### src/rtl/core/pwav_pkg.sv
`timescale 1ns / 1ps
package pwav_pkg;
   localparam int VOICES = 10;
   localparam int VIDX_BITS = 4;
   localparam int TABLE_SIZE = 1024;
   localparam int TIDX_BITS = 10;
   localparam int SAMPLE_BITS = 16;
   localparam int COUNT_BITS = 20;
   localparam int HELD_MAX = 10;

   localparam logic [1:0] CMD_TICK = 2'd0;
   localparam logic [1:0] CMD_KEY_ON = 2'd1;
   localparam logic [1:0] CMD_KEY_OFF = 2'd2;
   localparam logic [1:0] CMD_TABLE_WR = 2'd3;

   localparam logic [1:0] REG_ATTACK = 2'd0;
   localparam logic [1:0] REG_DECAY = 2'd1;
   localparam logic [1:0] REG_RELEASE = 2'd2;
   localparam logic [1:0] REG_SUSTAIN = 2'd3;

   localparam logic [1:0] AMP_DIRECT = 2'd0;
   localparam logic [1:0] AMP_ATTACK = 2'd1;
   localparam logic [1:0] AMP_DECAY = 2'd2;
   localparam logic [1:0] AMP_RELEASE = 2'd3;

   typedef enum logic [3:0] {
      ST_IDLE, ST_TABLE, ST_KEY_SCAN, ST_KEY_OFF, ST_TICK_SEL, ST_TICK_RD,
      ST_TICK_DIV, ST_TICK_MUL, ST_TICK_ACC, ST_DONE, ST_OUT, ST_CLEAR
   } state_type;

   typedef struct packed {
      logic                start;
      logic [36:0]         dividend;
      logic [COUNT_BITS-1:0] divisor;
   } div_req_type;

   typedef struct packed {
      logic        busy;
      logic [36:0] quotient;
   } div_rsp_type;
endpackage

### src/rtl/core/pwav_div.sv
`timescale 1ns / 1ps
module pwav_div
   import pwav_pkg::*;
(
   input  logic        clock,
   input  logic        reset,
   input  div_req_type req,
   output div_rsp_type rsp
);
   logic [36:0] quo_ff, quo_in;
   logic [COUNT_BITS:0] rem_ff, rem_in;
   logic [COUNT_BITS-1:0] den_ff, den_in;
   logic [5:0] cnt_ff, cnt_in;
   logic busy_ff, busy_in;
   logic [COUNT_BITS+1:0] trial;

   always_comb begin
      quo_in = quo_ff;
      rem_in = rem_ff;
      den_in = den_ff;
      cnt_in = cnt_ff;
      busy_in = busy_ff;
      trial = {rem_ff, quo_ff[36]} - {2'b0, den_ff};
      if (req.start) begin
         quo_in = req.dividend;
         rem_in = '0;
         den_in = req.divisor;
         cnt_in = 6'd37;
         busy_in = 1'b1;
      end else if (busy_ff) begin
         if (!trial[COUNT_BITS+1]) begin
            rem_in = trial[COUNT_BITS:0];
            quo_in = {quo_ff[35:0], 1'b1};
         end else begin
            rem_in = {rem_ff[COUNT_BITS-1:0], quo_ff[36]};
            quo_in = {quo_ff[35:0], 1'b0};
         end
         cnt_in = cnt_ff - 6'd1;
         busy_in = (cnt_ff != 6'd1);
      end
   end

   always_ff @(posedge clock) begin
      if (reset) begin
         busy_ff <= 1'b0;
         cnt_ff <= '0;
      end else begin
         busy_ff <= busy_in;
         cnt_ff <= cnt_in;
      end
      quo_ff <= quo_in;
      rem_ff <= rem_in;
      den_ff <= den_in;
   end

   assign rsp.busy = busy_ff;
   assign rsp.quotient = quo_ff;
endmodule

### config.mk
export PLATFORM = sky130hd
export DESIGN_NAME = pwav_div
export DESIGN_NICKNAME = d
export VERILOG_FILES = /design/src/rtl/core/pwav_pkg.sv /design/src/rtl/core/pwav_div.sv
export SDC_FILE = /design/constraint.sdc
export NUM_CORES = 1
export LEC_CHECK = 0
export CORE_MARGIN = 2
export CORE_UTILIZATION = 58
export CTS_CLUSTER_DIAMETER = 150
export DETAILED_ROUTE_END_ITERATION = 12
export DONT_BUFFER_PORTS = 1
export GPL_TIMING_DRIVEN = 0
export HOLD_SLACK_MARGIN = 0.03
export PLACE_DENSITY = 0.79
export SETUP_SLACK_MARGIN = 0.05
export SLEW_MARGIN = 10
export SYNTH_ARGS = -nofsm -noshare
export SYNTH_HDL_FRONTEND = slang
export SYNTH_SLANG_ARGS = --single-unit
### constraint.sdc
create_clock -name clock -period 5.4 [get_ports clock]
set_input_delay 0.27 -clock clock [delete_from_list [all_inputs] [get_ports clock]]
set_output_delay 0.27 -clock clock [all_outputs]
set_load 0.02 [all_outputs]
==> results.py, run 1 <==
metrics = {
    "power": {
        "p_seq_share_pct": 50.7,
        "power.density_nw_per_um2": 332,
        "swShare_pct": 32.6,
        "p_leak_nw": 1.92,
        "combPwrFrac_pct": 24.2,
        "power.total_mw": 1.68,
        "power.switching_uw": 548,
        "p_clk_share_pct": 25.2,
        "p_int_mw": 1.13,
        "peakVddDrop_mv": 0.200,
    },
    "global_route": {
        "antenna_found_initial": 0,
        "grt_max_degree": 39,
        "grt_pass1_wl_um": 15400,
        "overflow": 0,
        "grt_pass1_vias": 3256,
        "grt_usage_pct": 22.9,
    },
    "worst_setup_path": {
        "worst-path-buf-inv": 1,
        "critPathTopFamily": "compound AO/OA/AOI/OAI gates",
        "crit_arrival_ns": 3.22,
        "r2r_slack_ns": 2.40,
        "endpoint_kind": "register",
        "critPathMaxFanout": 4,
        "cp.depth": 11,
        "critPathLaunch": "quo_ff[36]",
        "worstSetupEndpoint": "rem_ff[20]",
        "worstSetupStartpointType": "register",
        "rr_worst_depth": 11,
        "worstPathRequired_ns": 5.62,
        "crit_path_cell_trace": "inv_1 -> ha_1 -> fa_1 -> nor2b_1 -> o31a_1 -> o311ai_0 -> nand4_1 -> a41oi_1 -> nor2_1 -> a31oi_1 -> o211ai_1",
        "worstReg2RegEnd": "rem_ff[20]",
        "critPathSlowestCell": "o311ai_0",
        "reg2reg_from": "quo_ff[36]",
        "critPathKind": "register to register",
        "slowest_delay_ns": 0.52,
    },
    "synthesis": {
        "syn-cell-area_um2": 4540,
        "synthArstFlopShare_pct": 0,
        "ys_warn_count": 0,
        "synth_edf_count": 57,
        "synthFlopType": "edfxtp_1",
        "synth_cells": 402,
        "mappedNetlistNets": 485,
        "syn_avg_cell_area_um2": 11.3,
        "yosysSeqAreaShare_pct": 50.0,
        "ys_ff_latch": 85,
        "yosysUniqueCellTypes": 51,
    },
    "clock_tree": {
        "cts_sinks": 85,
        "insertion_delay_ns": 0.37,
        "cts_setup_buffers": 0,
        "cts_buffers": 9,
        "tritoncts": "done",
        "cts_max_level": 3,
        "root_buffer": "clkbuf_8",
        "clk_path_buf_depth": 2,
        "clkTransAtPathRegs_ns": 0.10,
    },
    "placement": {
        "post-place-ws_ns": 2.42,
        "routabilityCongestion": 0.937,
        "place.port_buffers": 0,
        "hpwl_um": 6380,
    },
    "finish": {
        "drive_gt1_share_pct": 13.6,
        "utilization_pct": 66.3,
        "ff_latch_area_um2": 2270,
        "syn_to_final_growth_pct": 11.6,
        "fillers": 608,
        "fin_nets": 518,
        "n_antenna_cell": 0,
        "multiInputGateArea_um2": 2080,
    },
    "floorplanning": {
        "rows": 32,
        "die_w_um": 92.5,
        "die_h_um": 92.5,
        "die_area_um2": 8550,
        "coreArea_um2": 7650,
        "start_util_pct": 59.4,
        "pin_count": 98,
    },
    "sta": {
        "setup-tns-final_ns": 0,
        "fin_skew_ns": 0.0131,
        "max_clock_freq_ghz": 0.333,
        "max_slew.worst_pin.slew_ns": 1.03,
        "setup_viol": 0,
        "setup_slack_ns": 2.40,
        "rsz0062_at_grt": "no",
        "maxSlewHeadroom_pct": 31.0,
        "fin_crit_sh_pct": 55.6,
        "fin_crit_ns": 3.00,
        "drv_slew": 0,
        "hold_viol_final": 0,
    },
    "routing": {
        "drt-initial-drc-count": 95,
        "vias": 3151,
        "dr.pass1.iters": 4,
        "finalWirelength_um": 9270,
        "postRouteAntennaNets": 0,
        "vias_per_cell": 5.81,
        "post_drt_wl_per_cell_um": 17.1,
        "drc": 0,
    },
    "worst_hold_path": {
        "hold_class": "input pin to register",
    },
    "status": {
        "status": "complete, no violations",
    },
    "flow_run": {
        "drv_cap": 0,
    },
}
cell type report:
| class | count | area share [%] |
|---|---|---|
| plain buffers | 18 | 1.70 |
| clock buffers | 9 | 2.44 |
| clock inverters | 7 | 1.11 |
| inverters | 27 | 2.00 |
| multi-input cells | 272 | 41.1 |
| flip-flops and latches | 85 | 44.8 |
| well taps | 102 | 2.52 |
| repair buffers | 22 | 4.34 |
cells in the final DEF (no fill, tap or decap), drive strengths merged, types with 15 or more instances in the layout:
cell	n
a211oi	19
clkbuf	23
dfxtp	28
dlygate4sd3	22
edfxtp	57
ha	22
inv	30
mux2	37
mux2i	18
nor2	42
xnor2	15
per-stage QoR:
stage          std cells  cell area (µm²)  hold WS, ns
2_1_floorplan        402             4540        0.342
3_3_place_gp         504             4670        0.344
3_5_place_dp         504             4670        0.346
4_1_cts              542             5070        0.107
5_1_grt              542             5070       0.0994
6_report             542             5070        0.116
how the worst min path moves through the flow:
stage,from,end,slack [ns],cells after the start
after global routing,req[28],quo_ff[8],0.1,1
after global placement,reset,busy_ff,0.34,1
final,req[28],quo_ff[8],0.12,1
after CTS,req[48],quo_ff[28],0.11,1
after detailed placement,reset,cnt_ff[5],0.35,1
after floorplan,reset,busy_ff,0.34,1
registers in the layout, indices dropped and copies added, names as in the netlist:
signal   cells
rem_ff      21
quo_ff      37
cnt_ff       6
busy_ff      1
den_ff      20
Yosys cell counts, types with 7 or more instances:
| cell | count | area [µm²] |
|---|---|---|
| a211oi_1 | 18 | 135 |
| a21o_1 | 7 | 52.6 |
| a21oi_1 | 14 | 70.1 |
| clkbuf_1 | 14 | 52.6 |
| dfxtp_1 | 28 | 561 |
| edfxtp_1 | 57 | 1710 |
| ha_1 | 22 | 275 |
| inv_1 | 27 | 101 |
| mux2_2 | 37 | 417 |
| mux2i_1 | 18 | 180 |
| nand2_1 | 14 | 52.6 |
| nor2_1 | 42 | 158 |
| o21ai_0 | 13 | 65.1 |
| xnor2_1 | 14 | 123 |
routing by layer:
layer | wire length (µm) | track usage (%)
met5 | 0 | 0
met4 | 139 | 6.97
met3 | 721 | 7.49
met2 | 4390 | 37.7
met1 | 4020 | 28.8
cells by family (layout without fill, tap and decap cells):
group	count (synthesis)	after routing	synth area share, %
AO/OA/AOI/OAI	82	82	12.4
XOR/XNOR	20	20	4.27
AND/OR/NAND/NOR	92	92	9.48
adder cells (fa/ha/maj)	23	23	6.50
multiplexers	55	55	13.1
buffers and inverters	45	83	4.13
flip-flops	85	85	50.0
worst register-to-register path, cell delays in order (launching register included):
cell	delay, ns
edfxtp_1	0.51
inv_1	0.12
ha_1	0.20
fa_1	0.23
nor2b_1	0.08
o31a_1	0.29
o311ai_0	0.52
nand4_1	0.24
a41oi_1	0.35
nor2_1	0.08
a31oi_1	0.14
o211ai_1	0.11
timing repair:
action                                 in CTS  in global routing
gates resized for setup                     0                  0
hold buffers                               22                  0
endpoints found under the hold margin      47                  0
power groups by stage:
stage	Sequential, mW	Combinational [mW]	Clock (mW)
floorplan	0.851	0.322	0
detailed placement	0.866	0.387	0
finish	0.852	0.406	0.423
CTS	0.853	0.406	0.433
global placement	0.864	0.374	0
global route	0.860	0.455	0.454
Note: power is estimated with default switching activity, not from simulation.
==> run 2, diff against run 1 <==
clock period = 3 ns   (was 5.4 ns; I/O delays follow)
==> run 2 against run 1 <==
Against the previous run: wire length grew 18%; power grew 93%; setup slack lost 2.3 ns; global-route usage grew 2.8 points; combinational power grew 130%; critical path depth shrank 1; critical endpoint is now rem_ff[19].
==> results.py, run 2 (synthesized netlist as in run 1, its figures left out) <==
metrics = {
    "finish": {
        "final_cells": 590,
        "top_regs": "quo_ff x37, rem_ff x21, den_ff x20",
        "multiInputGateArea_um2": 2160,
        "layout_common_cells": "58 x dlygate4sd3_1, 57 x edfxtp_1, 42 x nor2_1",
        "fillers": 498,
        "largest_reg_flops": 37,
        "drive_gt1_share_pct": 16.8,
        "ff_latch_area_um2": 2270,
        "n_antenna_cell": 0,
        "syn_to_final_growth_pct": 24.6,
        "utilization_pct": 74.0,
        "regMostFlops": "quo_ff",
        "fin_nets": 566,
        "final_common_cell": "dlygate4sd3_1",
    },
    "sta": {
        "max_clock_freq_ghz": 0.347,
        "maxSlewHeadroom_pct": 43.4,
        "setup_slack_ns": 0.121,
        "fin_crit_ns": 2.88,
        "fin_skew_ns": 0.0183,
        "fin_crit_sh_pct": 96.0,
        "drv_slew": 0,
        "max_slew.worst_pin.slew_ns": 0.849,
        "hold_viol_final": 0,
        "rsz0062_at_grt": "yes",
        "setup-tns-final_ns": 0,
        "hold_slack_ns": 0.0793,
        "setup_viol": 0,
    },
    "floorplanning": {
        "pin_count": 98,
        "coreArea_um2": 7650,
        "start_util_pct": 59.4,
        "die_area_um2": 8550,
        "rows": 32,
        "die_h_um": 92.5,
        "die_w_um": 92.5,
    },
    "status": {
        "status": "complete, no violations",
    },
    "placement": {
        "place.port_buffers": 0,
        "post-place-ws_ns": 0.0246,
        "routabilityCongestion": 0.937,
        "hpwl_um": 6380,
        "placed_cells": 504,
    },
    "worst_setup_path": {
        "endpoint_kind": "register",
        "critPathMaxFanout": 3,
        "worstSetupStartpointType": "register",
        "crit_arrival_ns": 3.10,
        "critPathKind": "register to register",
        "critPathLaunch": "quo_ff[36]",
        "worstPathRequired_ns": 3.22,
        "reg2reg_from": "quo_ff[36]",
    },
    "clock_tree": {
        "clk_path_buf_depth": 2,
        "cts_buffers": 9,
        "root_buffer": "clkbuf_8",
        "insertion_delay_ns": 0.37,
        "clkTransAtPathRegs_ns": 0.10,
        "tritoncts": "done",
        "cts_sinks": 85,
        "cts_max_level": 3,
    },
    "power": {
        "p_leak_nw": 2.16,
        "power.density_nw_per_um2": 573,
        "peakVddDrop_mv": 0.464,
    },
    "routing": {
        "dr.pass1.iters": 6,
        "finalWirelength_um": 10900,
        "drt-initial-drc-count": 153,
        "vias": 3444,
        "vias_per_cell": 5.84,
        "postRouteAntennaNets": 0,
        "drc": 0,
        "post_drt_wl_per_cell_um": 18.5,
    },
    "global_route": {
        "overflow": 0,
        "grt_pass1_vias": 3540,
        "grt_usage_pct": 25.7,
        "grt_pass1_wl_um": 17200,
        "antenna_found_initial": 0,
        "grt_max_degree": 39,
    },
    "worst_hold_path": {
        "hold_class": "input pin to register",
        "hp-start": "req[57]",
    },
    "flow_run": {
        "drv_cap": 0,
    },
}
==> run 2: cell count changes in the layout (fill, tap and decap cells not counted), moves of 2 or more <==
cell,delta
dlygate4sd3_1,+36
mux2i_1,-2
buf_4,+8
a211oi_2,+2
a211oi_1,-2
buf_12,+2
clkbuf_16,+2
==> run 2: per-layer routing <==
metal	up-vias	wire length (µm)	global-route usage [%]	share of wire, %
li1	1648	-	-	-
met5	-	0	0	0
met2	144	5280	42.9	48
met4	0	167	6.72	1.5
met1	1633	4620	32.0	42
met3	19	859	8.79	7.9
==> run 2: repair_timing <==
item | CTS | global route
buffers inserted | 0 | 9
cloned | 0 | 2
hold endpoints to repair | 85 | 0
resized for setup | 2 | 17
pin swaps | 0 | 6
setup endpoints to repair | 2 | 20
hold buffers | 59 | 0
==> run 2: path summary, 6_finish.rpt <==
path,slack [ns],cells after the start,end
max,0.12,10,rem_ff[19]
min,0.08,1,den_ff[17]
max reg2reg,0.12,10,rem_ff[19]
min reg2reg,0.52,2,rem_ff[13]
==> run 2: stage by stage <==
| step | instance area [µm²] | power (mW) |
|---|---|---|
| 2_1_floorplan | 4540 | 2.11 |
| 5_1_grt | 5660 | 3.40 |
| 4_1_cts | 5450 | 3.09 |
| 3_3_place_gp | 4670 | 2.23 |
| 3_5_place_dp | 4670 | 2.25 |
| 6_report | 5660 | 3.24 |
==> run 2: final cells by class <==
cell class              instances  share of cell area [%]
inverters                      27                    1.79
flip-flops and latches         85                    40.2
clock buffers                   9                    2.19
repair buffers                 70                    12.8
plain buffers                  18                    1.75
multi-input cells             272                    38.1
clock inverters                 7                   0.995
well taps                     102                    2.26
==> run 2: power by group <==
group,total (mW),internal [mW],switching [mW]
sequential,1.54,1.39,0.156
combinational,0.930,0.475,0.455
clock,0.771,0.311,0.460
total,3.24,2.17,1.07
==> run 2: worst max-delay path, cell delays in order (launching register included) <==
cell and delay (ns):
edfxtp_1 0.50, inv_2 0.09, ha_4 0.18, nor2b_2 0.18, o31ai_4 0.11, a211oi_2 0.29
nor2_1 0.12, o21ai_0 0.47, nor4b_1 0.14, o41ai_1 0.51, a311oi_2 0.15
